--- config.mk ---
export PLATFORM = sky130hd
export DESIGN_NAME = sha1_message_digest
export DESIGN_NICKNAME = d
export VERILOG_FILES = /design/src/design/sha1md_pkg.sv /design/src/design/sha1_message_digest.sv /design/src/design/sha1md_front.sv /design/src/design/sha1md_fifo.sv /design/src/design/sha1md_back.sv
export SDC_FILE = /design/constraint.sdc
export NUM_CORES = 2
export LEC_CHECK = 0
export BUFFER_PORTS_ARGS = -buffer_cell sky130_fd_sc_hd__buf_2
export CAP_MARGIN = 15
export CELL_PAD_IN_SITES_DETAIL_PLACEMENT = 0
export CELL_PAD_IN_SITES_GLOBAL_PLACEMENT = 1
export CORE_MARGIN = 2
export CORE_UTILIZATION = 55
export DETAILED_ROUTE_END_ITERATION = 6
export MAX_ROUTING_LAYER = met4
export PLACE_DENSITY_LB_ADDON = 0.12
export RECOVER_POWER = 25
export SYNTH_ARGS = -nofsm -noshare
export SYNTH_HDL_FRONTEND = slang
export SYNTH_SLANG_ARGS = --single-unit
--- constraint.sdc ---
create_clock -name clk -period 11.3 [get_ports clk]
set_clock_uncertainty 0.05 [all_clocks]
set_input_delay 0 -clock clk [delete_from_list [all_inputs] [get_ports clk]]
set_output_delay 0 -clock clk [all_outputs]
set_load 0.01 [all_outputs]
--- src/design/sha1md_pkg.sv ---
package sha1md_pkg;

  // One message step as it travels through the queue.
  typedef struct packed {
    logic [7:0] data_byte;
    logic       has_byte;
    logic       last;
  } item_t;

  // Queue status seen by the front and the back.
  typedef struct packed {
    logic full;
    logic empty;
  } q_stat_t;

  localparam logic [31:0] H_INIT [5] = '{
    32'h67452301, 32'hEFCDAB89, 32'h98BADCFE, 32'h10325476, 32'hC3D2E1F0
  };

  localparam logic [31:0] K_R0 = 32'h5A827999;
  localparam logic [31:0] K_R1 = 32'h6ED9EBA1;
  localparam logic [31:0] K_R2 = 32'h8F1BBCDC;
  localparam logic [31:0] K_R3 = 32'hCA62C1D6;

  localparam logic [7:0] PAD_MARK = 8'h80;

  localparam logic [6:0] LAST_ROUND = 7'd79;
  localparam logic [5:0] LEN_POS    = 6'd56;
  localparam logic [5:0] BLOCK_END  = 6'd63;

endpackage

--- src/design/sha1_message_digest.sv ---
// SHA-1 digest engine fed one message byte per input transfer.
// Input channel: in_data_byte with in_has_byte (byte present) and in_last
// (end of message). A transfer happens when in_valid is high and in_stall is low.
// A transfer with neither a byte nor the end mark is dropped at the front.
// The front register feeds a short queue; the back end packs bytes into
// 64-byte blocks, runs the 80 rounds one per cycle and appends the padding.
// The back end takes no new bytes while it runs the rounds and the chaining
// add of a full block, so the round unit sets the throughput.
// At the end mark the padding bytes are written (up to 72 bytes, with one or
// two more compressions), then the five digest words h0..h4 leave through
// the output register, out_digest_last set on h4. With no output stalls,
// h1..h4 follow h0 one per cycle.
// Output channel: a transfer happens when out_valid is high and out_stall is low.
// While the receiver stalls, the word on the output holds and the back end
// waits; the queue keeps taking input until it fills, then in_stall rises.
// Synchronous reset (rst_n low) empties the queue, restores the initial
// chaining values and clears the byte count; after the digest the back end
// restores those on its own, while the queue keeps what it holds.
module sha1_message_digest #(
  parameter int QUEUE_DEPTH = 4
) (
  input  logic        clk,
  input  logic        rst_n,
  input  logic        in_valid,
  output logic        in_stall,
  input  logic [7:0]  in_data_byte,
  input  logic        in_has_byte,
  input  logic        in_last,
  output logic        out_valid,
  input  logic        out_stall,
  output logic [31:0] out_digest_word,
  output logic        out_digest_last
);
  import sha1md_pkg::*;

  q_stat_t q_stat;
  item_t   push_item;
  item_t   pop_item;
  logic    q_push;
  logic    q_pop;

  // Front: input register that discards empty steps.
  sha1md_front u_front (
    .clk          (clk),
    .rst_n        (rst_n),
    .in_valid     (in_valid),
    .in_stall     (in_stall),
    .in_data_byte (in_data_byte),
    .in_has_byte  (in_has_byte),
    .in_last      (in_last),
    .q_stat       (q_stat),
    .q_push       (q_push),
    .q_item       (push_item)
  );

  // The queue lets input keep flowing while the back end compresses.
  sha1md_fifo #(
    .DEPTH (QUEUE_DEPTH)
  ) u_fifo (
    .clk       (clk),
    .rst_n     (rst_n),
    .push      (q_push),
    .push_item (push_item),
    .pop       (q_pop),
    .pop_item  (pop_item),
    .q_stat    (q_stat)
  );

  // Back end: block packing, padding, rounds and digest output.
  sha1md_back u_back (
    .clk             (clk),
    .rst_n           (rst_n),
    .q_stat          (q_stat),
    .q_item          (pop_item),
    .q_pop           (q_pop),
    .out_valid       (out_valid),
    .out_stall       (out_stall),
    .out_digest_word (out_digest_word),
    .out_digest_last (out_digest_last)
  );

endmodule

--- src/design/sha1md_front.sv ---
module sha1md_front (
  input  logic                clk,
  input  logic                rst_n,
  input  logic                in_valid,
  output logic                in_stall,
  input  logic [7:0]          in_data_byte,
  input  logic                in_has_byte,
  input  logic                in_last,
  input  sha1md_pkg::q_stat_t q_stat,
  output logic                q_push,
  output sha1md_pkg::item_t   q_item
);
  import sha1md_pkg::*;

  logic  hold_r, hold_nxt;
  item_t item_r, item_nxt;
  logic  acc;

  assign in_stall = hold_r && q_stat.full;
  assign acc      = in_valid && !in_stall;
  assign q_push   = hold_r && !q_stat.full;
  assign q_item   = item_r;

  always_comb begin
    hold_nxt = hold_r && !q_push;
    item_nxt = item_r;
    if (acc) begin
      // A step that carries neither a byte nor the end mark changes nothing.
      hold_nxt = in_has_byte || in_last;
      item_nxt = '{data_byte: in_data_byte, has_byte: in_has_byte, last: in_last};
    end
  end

  always_ff @(posedge clk) begin
    if (!rst_n) begin
      hold_r <= 1'b0;
    end else begin
      hold_r <= hold_nxt;
    end
    item_r <= item_nxt;
  end

endmodule

--- src/design/sha1md_fifo.sv ---
module sha1md_fifo #(
  parameter int DEPTH = 4
) (
  input  logic                clk,
  input  logic                rst_n,
  input  logic                push,
  input  sha1md_pkg::item_t   push_item,
  input  logic                pop,
  output sha1md_pkg::item_t   pop_item,
  output sha1md_pkg::q_stat_t q_stat
);
  import sha1md_pkg::*;

  localparam int AW = $clog2(DEPTH);
  localparam int CW = $clog2(DEPTH + 1);
  localparam logic [CW-1:0] FULL_CNT = CW'(DEPTH);

  item_t         mem_r [DEPTH];
  logic [AW-1:0] wptr_r, wptr_nxt;
  logic [AW-1:0] rptr_r, rptr_nxt;
  logic [CW-1:0] cnt_r, cnt_nxt;
  logic          do_push, do_pop;

  assign q_stat.full  = (cnt_r == FULL_CNT);
  assign q_stat.empty = (cnt_r == '0);
  assign do_push      = push && !q_stat.full;
  assign do_pop       = pop && !q_stat.empty;
  assign pop_item     = mem_r[rptr_r];

  always_comb begin
    wptr_nxt = do_push ? wptr_r + 1'b1 : wptr_r;
    rptr_nxt = do_pop ? rptr_r + 1'b1 : rptr_r;
    cnt_nxt  = cnt_r;
    if (do_push && !do_pop) begin
      cnt_nxt = cnt_r + 1'b1;
    end else if (do_pop && !do_push) begin
      cnt_nxt = cnt_r - 1'b1;
    end
  end

  always_ff @(posedge clk) begin
    if (!rst_n) begin
      wptr_r <= '0;
      rptr_r <= '0;
      cnt_r  <= '0;
    end else begin
      wptr_r <= wptr_nxt;
      rptr_r <= rptr_nxt;
      cnt_r  <= cnt_nxt;
    end
    if (do_push) begin
      mem_r[wptr_r] <= push_item;
    end
  end

endmodule

--- src/design/sha1md_back.sv ---
module sha1md_back (
  input  logic                clk,
  input  logic                rst_n,
  input  sha1md_pkg::q_stat_t q_stat,
  input  sha1md_pkg::item_t   q_item,
  output logic                q_pop,
  output logic                out_valid,
  input  logic                out_stall,
  output logic [31:0]         out_digest_word,
  output logic                out_digest_last
);
  import sha1md_pkg::*;

  typedef enum logic [6:0] {
    ST_FEED  = 7'b0000001,
    ST_ROUND = 7'b0000010,
    ST_ADD   = 7'b0000100,
    ST_MARK  = 7'b0001000,
    ST_ZERO  = 7'b0010000,
    ST_LEN   = 7'b0100000,
    ST_OUT   = 7'b1000000
  } state_t;

  state_t      state_r, state_nxt;
  state_t      ret_r, ret_nxt;
  state_t      after_st;
  logic [31:0] h_r [5];
  logic [31:0] h_nxt [5];
  logic [31:0] v_r [5];
  logic [31:0] v_nxt [5];
  logic [31:0] sched_r [16];
  logic [31:0] sched_nxt [16];
  logic [23:0] word_r, word_nxt;
  logic [5:0]  pos_r, pos_nxt;
  logic [63:0] cnt_r, cnt_nxt;
  logic [6:0]  round_r, round_nxt;
  logic [2:0]  oidx_r, oidx_nxt;
  logic        ovalid_r, ovalid_nxt;
  logic [31:0] oword_r, oword_nxt;
  logic        olast_r, olast_nxt;
  logic        wr_en;
  logic [7:0]  wr_byte;
  logic [63:0] bit_len;
  logic [2:0]  lsel;
  logic [31:0] f_val, k_val, w_new, tmp;

  assign out_valid       = ovalid_r;
  assign out_digest_word = oword_r;
  assign out_digest_last = olast_r;

  assign bit_len = {cnt_r[60:0], 3'b000};
  assign lsel    = 3'd7 - pos_r[2:0];

  // Round function and constant by round group.
  always_comb begin
    if (round_r < 7'd20) begin
      f_val = (v_r[1] & v_r[2]) | (~v_r[1] & v_r[3]);
      k_val = K_R0;
    end else if (round_r < 7'd40) begin
      f_val = v_r[1] ^ v_r[2] ^ v_r[3];
      k_val = K_R1;
    end else if (round_r < 7'd60) begin
      f_val = (v_r[1] & v_r[2]) | (v_r[1] & v_r[3]) | (v_r[2] & v_r[3]);
      k_val = K_R2;
    end else begin
      f_val = v_r[1] ^ v_r[2] ^ v_r[3];
      k_val = K_R3;
    end
    w_new = sched_r[13] ^ sched_r[8] ^ sched_r[2] ^ sched_r[0];
    tmp   = {v_r[0][26:0], v_r[0][31:27]} + f_val + v_r[4] + k_val + sched_r[0];
  end

  always_comb begin
    state_nxt  = state_r;
    ret_nxt    = ret_r;
    after_st   = state_r;
    h_nxt      = h_r;
    v_nxt      = v_r;
    sched_nxt  = sched_r;
    word_nxt   = word_r;
    pos_nxt    = pos_r;
    cnt_nxt    = cnt_r;
    round_nxt  = round_r;
    oidx_nxt   = oidx_r;
    ovalid_nxt = ovalid_r && out_stall;
    oword_nxt  = oword_r;
    olast_nxt  = olast_r;
    q_pop      = 1'b0;
    wr_en      = 1'b0;
    wr_byte    = '0;

    unique case (state_r)
      ST_FEED: begin
        if (!q_stat.empty) begin
          q_pop = 1'b1;
          if (q_item.has_byte) begin
            wr_en   = 1'b1;
            wr_byte = q_item.data_byte;
            cnt_nxt = cnt_r + 64'd1;
          end
          after_st  = q_item.last ? ST_MARK : ST_FEED;
          state_nxt = after_st;
        end
      end
      ST_MARK: begin
        wr_en    = 1'b1;
        wr_byte  = PAD_MARK;
        after_st = ST_ZERO;
      end
      ST_ZERO: begin
        if (pos_r == LEN_POS) begin
          state_nxt = ST_LEN;
        end else begin
          wr_en    = 1'b1;
          after_st = ST_ZERO;
        end
      end
      ST_LEN: begin
        wr_en    = 1'b1;
        wr_byte  = bit_len[{lsel, 3'b000} +: 8];
        after_st = (pos_r == BLOCK_END) ? ST_OUT : ST_LEN;
      end
      ST_ROUND: begin
        v_nxt[4] = v_r[3];
        v_nxt[3] = v_r[2];
        v_nxt[2] = {v_r[1][1:0], v_r[1][31:2]};
        v_nxt[1] = v_r[0];
        v_nxt[0] = tmp;
        for (int i = 0; i < 15; i++) begin
          sched_nxt[i] = sched_r[i+1];
        end
        sched_nxt[15] = {w_new[30:0], w_new[31]};
        if (round_r == LAST_ROUND) begin
          round_nxt = '0;
          state_nxt = ST_ADD;
        end else begin
          round_nxt = round_r + 7'd1;
        end
      end
      ST_ADD: begin
        for (int i = 0; i < 5; i++) begin
          h_nxt[i] = h_r[i] + v_r[i];
        end
        state_nxt = ret_r;
      end
      ST_OUT: begin
        if (!ovalid_r || !out_stall) begin
          ovalid_nxt = 1'b1;
          oword_nxt  = h_r[oidx_r];
          olast_nxt  = (oidx_r == 3'd4);
          if (oidx_r == 3'd4) begin
            oidx_nxt  = '0;
            h_nxt     = H_INIT;
            cnt_nxt   = '0;
            pos_nxt   = '0;
            state_nxt = ST_FEED;
          end else begin
            oidx_nxt = oidx_r + 3'd1;
          end
        end
      end
      default: begin
        state_nxt = ST_FEED;
      end
    endcase

    // Byte placement: bytes shift into a word, full words shift into the schedule line.
    if (wr_en) begin
      word_nxt = {word_r[15:0], wr_byte};
      pos_nxt  = pos_r + 6'd1;
      if (pos_r[1:0] == 2'b11) begin
        for (int i = 0; i < 15; i++) begin
          sched_nxt[i] = sched_r[i+1];
        end
        sched_nxt[15] = {word_r, wr_byte};
      end
      if (pos_r == BLOCK_END) begin
        v_nxt     = h_r;
        round_nxt = '0;
        ret_nxt   = after_st;
        state_nxt = ST_ROUND;
      end else begin
        state_nxt = after_st;
      end
    end
  end

  always_ff @(posedge clk) begin
    if (!rst_n) begin
      state_r  <= ST_FEED;
      ret_r    <= ST_FEED;
      h_r      <= H_INIT;
      pos_r    <= '0;
      cnt_r    <= '0;
      round_r  <= '0;
      oidx_r   <= '0;
      ovalid_r <= 1'b0;
    end else begin
      state_r  <= state_nxt;
      ret_r    <= ret_nxt;
      h_r      <= h_nxt;
      pos_r    <= pos_nxt;
      cnt_r    <= cnt_nxt;
      round_r  <= round_nxt;
      oidx_r   <= oidx_nxt;
      ovalid_r <= ovalid_nxt;
    end
    v_r     <= v_nxt;
    sched_r <= sched_nxt;
    word_r  <= word_nxt;
    oword_r <= oword_nxt;
    olast_r <= olast_nxt;
  end

endmodule

== Word level (Yosys, flattened, before mapping) ==
Memory sizes are Yosys's and may differ from the RTL's. A register that Yosys moved wholly into a read port is not among the register bits.
Cells that the tools add are included.
Widths: inputs -> output; s select.
Storage, ports and cells
  bits in registers: 1002
  bits in writable memories: 40
  output and inout port bits: 35
  memories: 1
  input bits: 14
  word-level logic and storage cells: 198
Cells by class
  muxes and demuxes: 62
  shift operators: 1
  bitwise logic cells: 14
  eq/ne operators: 22
  order comparisons: 4
  reduce and logical (&&, ||, !) cells: 33
  $add $sub $neg: 18
Memories
  u_fifo.mem_r: words 4, bits a word 10, rd ports 1, clocked after Yosys merged registers in 1, write ports 1, RTL line sha1md_fifo.sv:18  | item_t mem_r [DEPTH];
Operators with widths (number)
  $mux 512: 3
  $mux 160: 5
  $pmux 160 s2: 1
  $add 32x32->32: 9
  $mux 64: 4
  $mux 32: 7
  $xor 32x32->32: 5
  $and 32x32->32: 4
  $pmux 64 s2: 1
  $bmux 32 s3: 1
  $or 32x32->32: 3
  $mux 7: 13
  $add 64x1->64 const B: 1
  $shiftx 64x7->8: 1
  $pmux 7 s6: 1
  $not 32->32: 1
  $mux 31: 1
  $pmux 7 s4: 1
  $mux 6: 4
  $pmux 8 s3: 1
  $mux 8: 2
  $eq 7x7->1 const B: 2
  $lt 7x6->1 const B: 2
  $eq 6x6->1 const B: 2
  other kinds (34): 79

== Depth between registers and ports, before layout ==
  depth in word-level cells: 13
  gate-level depth with buffers: 26
  depth with buffers taken out: 25

== Cells and area by module ==
From an unflattened synthesis, not the netlist that was laid out.
Unflattened totals
  cell total of the unflattened synthesis: 5288
  area, all modules: 51486.9 µm²
Modules (own cells, without submodules)
  sha1md_back: times used 1, area an instance 49205.9 µm², cells an instance 5172
  sha1md_fifo: times used 1, area an instance 1924.3 µm², cells an instance 100
  sha1md_front: times used 1, area an instance 356.6 µm², cells an instance 16

== Worst setup path before layout ==
OpenSTA, ideal clock, no wires.
  path kind: reg-to-reg
  from: reg u_back.round_r[2]
  to: reg u_back.v_r[152] in the netlist's numbering
  setup slack: 5517 ps
  buffers on the path: 1
  cell stages (with the launch flop): 25
  arrival: 5602 ps
  setup time: 131 ps
  data required time: 11119 ps
  cell sequence: dfxtp_1 and2_1 a31oi_1 and2_1 clkinv_1 nand2_1 clkbuf_1 nor2_1 nor2_1 fa_1 fa_1 inv_1 fa_1 inv_1 ha_1 and3_1 or2_2 a31oi_1 o21ai_0 a221oi_1 o21ai_0 a21o_1 a21oi_1 xor2_1 o21ai_0
RTL lines
  start: declaration: RTL line sha1md_back.sv:36  | logic [6:0] round_r, round_nxt;
  start signal: assignment: RTL line sha1md_back.sv:204  | round_r <= round_nxt;
  end signal: assignment: RTL line sha1md_back.sv:208  | v_r <= v_nxt;
  end: declaration: RTL line sha1md_back.sv:29  | logic [31:0] v_r [5];

== Final worst setup path ==
  from: reg u_back.oidx_r[0]
  to: reg u_back.h_r[63] in the netlist's numbering
On the way
  cells in the longest elaborated chain, start to end: 3
Ends and longest elaborated chain
  start: declaration: RTL line sha1md_back.sv:37  | logic [2:0] oidx_r, oidx_nxt;
  start signal: assignment: RTL line sha1md_back.sv:205  | oidx_r <= oidx_nxt;
  $eq 3x3->1: RTL line sha1md_back.sv:151  | if (oidx_r == 3'd4) begin
  $ne 2x1->1 (no source line)
  $reduce_and 3->1 (no source line)
  end signal: assignment: RTL line sha1md_back.sv:201  | h_r <= h_nxt;
  end: declaration: RTL line sha1md_back.sv:27  | logic [31:0] h_r [5];
No other way between the ends.
A chain may end at the register's enable or synchronous reset.

==> qor.txt <==
Worst Tran Pin Value -> 3.20 ns
Kind of end point of the critical path -> flip-flop
Cells after Synth -> 5262
PostCTS Resize Cnt -> 0
Routability cong. -> 0.915
Comb pwr share -> 8.0%
Max VDD drop -> 133 uV
Final Util -> 60.4%
Sink Count -> 1041
Detailed Route WL -> 140 mm
Status -> finished with violations
Synth area leaders -> dfxtp_1 35%, mux2_4 11%, edfxtp_1 6.0%, ha_1 5.4%, fa_1 4.7%
H-tree depth -> 3
Final Cycle Share -> 67.8%
Asr flop ratio synth -> 0%
Num ports -> 49
Sw frac -> 24.9%
FF/Latch Area -> 21900 sq um
Num CTS Buffers -> 109
First-pass DRT Iterations -> 6
Die Ht -> 316 um
Synth cell types -> 90
ANT nets after route -> 0
Multi-input logic area -> 29200 sq um
Vias per cell -> 5.79
DRC Markers -> 0
Starting density of the core -> 55.4%
R2R Setup Slk -> 3.63 ns
Chip width -> 316 um
Routed len/inst -> 21.2 um
Setup bufs post-CTS -> 0
Post-Place Cells -> 6387
Clock share of power -> 44.2%
Worst skew pair latency -> 0.72 ns
Core area -> 96400 sq um
Switch Pwr -> 2070 uW
Tot Pwr -> 8330 uW
Area Growth Syn to Fin -> 9.07%
Leak -> 0.0238 uW
#FFs+latches synth -> 1041
Final setup fails -> 0
# rows -> 114
CTS tree -> done
Predominant post-synthesis flop cell -> dfxtp_1
Total Nets Final -> 5615
N_diodes -> 0
EDFF count, synth -> 107
Root Driver -> clkbuf_16
Unrepaired setup endpoints after global routing -> false
Minimum clock period -> 7.67 ns
F_max -> 130 MHz
Commonest cells after routing, fill and taps aside -> 933 x dfxtp_1, 569 x nand2_1, 500 x nor2_1
Max cap viols -> 7
Internal power -> 6260 uW
DRT iter0 DRCs -> 2792
Crit Path Max Fanout -> 47
Final HPWL DP -> 96.7 mm
Final slew viol count -> 245
Fin Setup TNS -> 0 ns
Filler cells -> 8328
PortBufs -> 48
Most common cell after layout, fill and taps aside -> dfxtp_1
Area leader, netlist -> dfxtp_1
Die area -> 99600 sq um
Avg Cell Area, Syn -> 10.1 sq um
Number of global-route vias before repair -> 36979
Post-route insts no fill -> 6617
Layout cell share with drive strength beyond 1 -> 14.8%
Clock transition at path regs -> 0.06 ns
Ys Warns -> 0
CP required -> 11.87 ns
First-pass GRT wire length -> 218 mm
Rel. slew slack -> -114%
Pwr dens -> 143 nW/um^2
Pin count of the biggest net entering global routing -> 187
Violated checks -> capacitance limit, slew limit
Initial antenna violation count -> 1
Worst hold-check path type -> in2reg
Seq/Total Area, Yosys -> 41.0%
Mapped Area -> 53400 sq um
Vias -> 38287
Sequential share of power -> 47.9%
Crit path DAT -> 8.23 ns
Clk buf depth -> 3
Min Hold Slack -> 0.0740 ns
# hold bufs at CTS -> 23
Critical Path Start Type -> flip-flop
Syn_nets -> 5632
WS Path Type -> reg2reg
Total track usage -> 28.9%
GRT overflow -> 0
Hold Vio Cnt, Final -> 0
Share of the synthesized area in the top cell type -> 35.0%
-- flip-flops by register name, indices dropped and copies added (netlist names), 3 cells and up, named ones only --
register / flops
u_back.pos_r: 6
u_front.q_item: 10
u_back.h_r: 160
u_back.ret_r: 7
u_back.cnt_r: 61
u_back.round_r: 7
u_fifo.mem_r: 40
u_back.state_r: 7
u_back.v_r: 160
u_back.oidx_r: 3
u_fifo.cnt_r: 3
u_back.word_r: 24
u_back.sched_r: 512
u_back.out_digest_word: 32
-- kinds of logic after synthesis --
family                     after synthesis  share of synthesized area (%)
and+or+nand+nor                       1473                           12.1
AOI/OAI and AO/OA                     1036                           12.0
xor gates and xnor gates               303                           4.97
DFF                                   1041                           41.0
buffers and inverters                  505                           4.30
muxes                                  548                           15.5
adders and majority gates              356                           10.1
-- critical path: stages (launching register included) --
cell and delay [ns]:
dfxtp_2 0.31, clkbuf_1 2.19, inv_1 0.23, ha_1 0.36
and4_1 0.23, nand2_1 0.08, clkbuf_1 2.04, nand2_2 0.02
buf_4 0.47, nor2_2 0.17, buf_4 0.49, a21oi_1 0.13
or3_1 0.38, a21oi_1 0.15, o211ai_1 0.10, o211ai_1 0.11
-- metrics by stage --
stage	setup slack, ns	area [sq um]
final	3.63	58200
after global routing	2.96	58200
after CTS	4.25	58300
after detailed placement	4.30	54400
after global placement	4.40	54400
after floorplan	5.52	53400
-- synth_stat cells, drive strengths merged (33+ instances only) --
library cell  number
ha               231
clkbuf           167
buf               72
nor2             504
o21a              38
a21o              63
nand3             85
a31oi            159
fa               125
dfxtp            934
edfxtp           107
o21ai            237
mux2             471
inv              265
xnor2            200
nor3              57
or3               33
and3              38
a21oi            278
o22ai             39
mux4              55
nand2            573
xor2             103
nor2b             47
-- final timing paths --
path | startpoint | to | cells past startpoint
hold reg to reg | u_back.sched_r[455]$_DFF_P_ | u_back.sched_r[487]$_DFF_P_ | 2
hold / removal | in_valid | u_front.hold_r$_SDFF_PN0_ | 4
setup reg to reg | u_back.oidx_r[0]$_SDFFE_PN0P_ | u_back.h_r[63]$_SDFFE_PN0P_ | 15
setup / recovery | u_back.oidx_r[0]$_SDFFE_PN0P_ | u_back.h_r[63]$_SDFFE_PN0P_ | 15
-- layer usage --
layer  wire [um]  up-vias  global-route usage [%]  part of all wire [%]
met2       61000     1031                    43.0                    44
met1       66500    18638                    41.1                    48
li1            -    18404                       -                     -
met5           0        -                       -                     0
met3        8390      214                    3.87                   6.0
met4        4090        0                    8.53                   2.9
-- cell type report --
cell class | count | area share (%)
Clock buffer | 163 | 5.52
Clock inverter | 44 | 0.874
Inverter | 266 | 1.71
Multi-Input combinational cell | 3716 | 50.2
Sequential cell | 1041 | 37.6
Tap cell | 1276 | 2.74
Timing Repair Buffer | 111 | 1.32
-- power by group through the flow --
stage | sequential, uW | clock (uW) | combinational [uW]
2_1_floorplan | 4010 | 0 | 511
3_3_place_gp | 4070 | 0 | 652
3_5_place_dp | 4070 | 0 | 660
4_1_cts | 3990 | 3740 | 671
5_1_grt | 4000 | 3900 | 741
6_report | 3990 | 3680 | 666
Power figures use the tool's default switching activity.
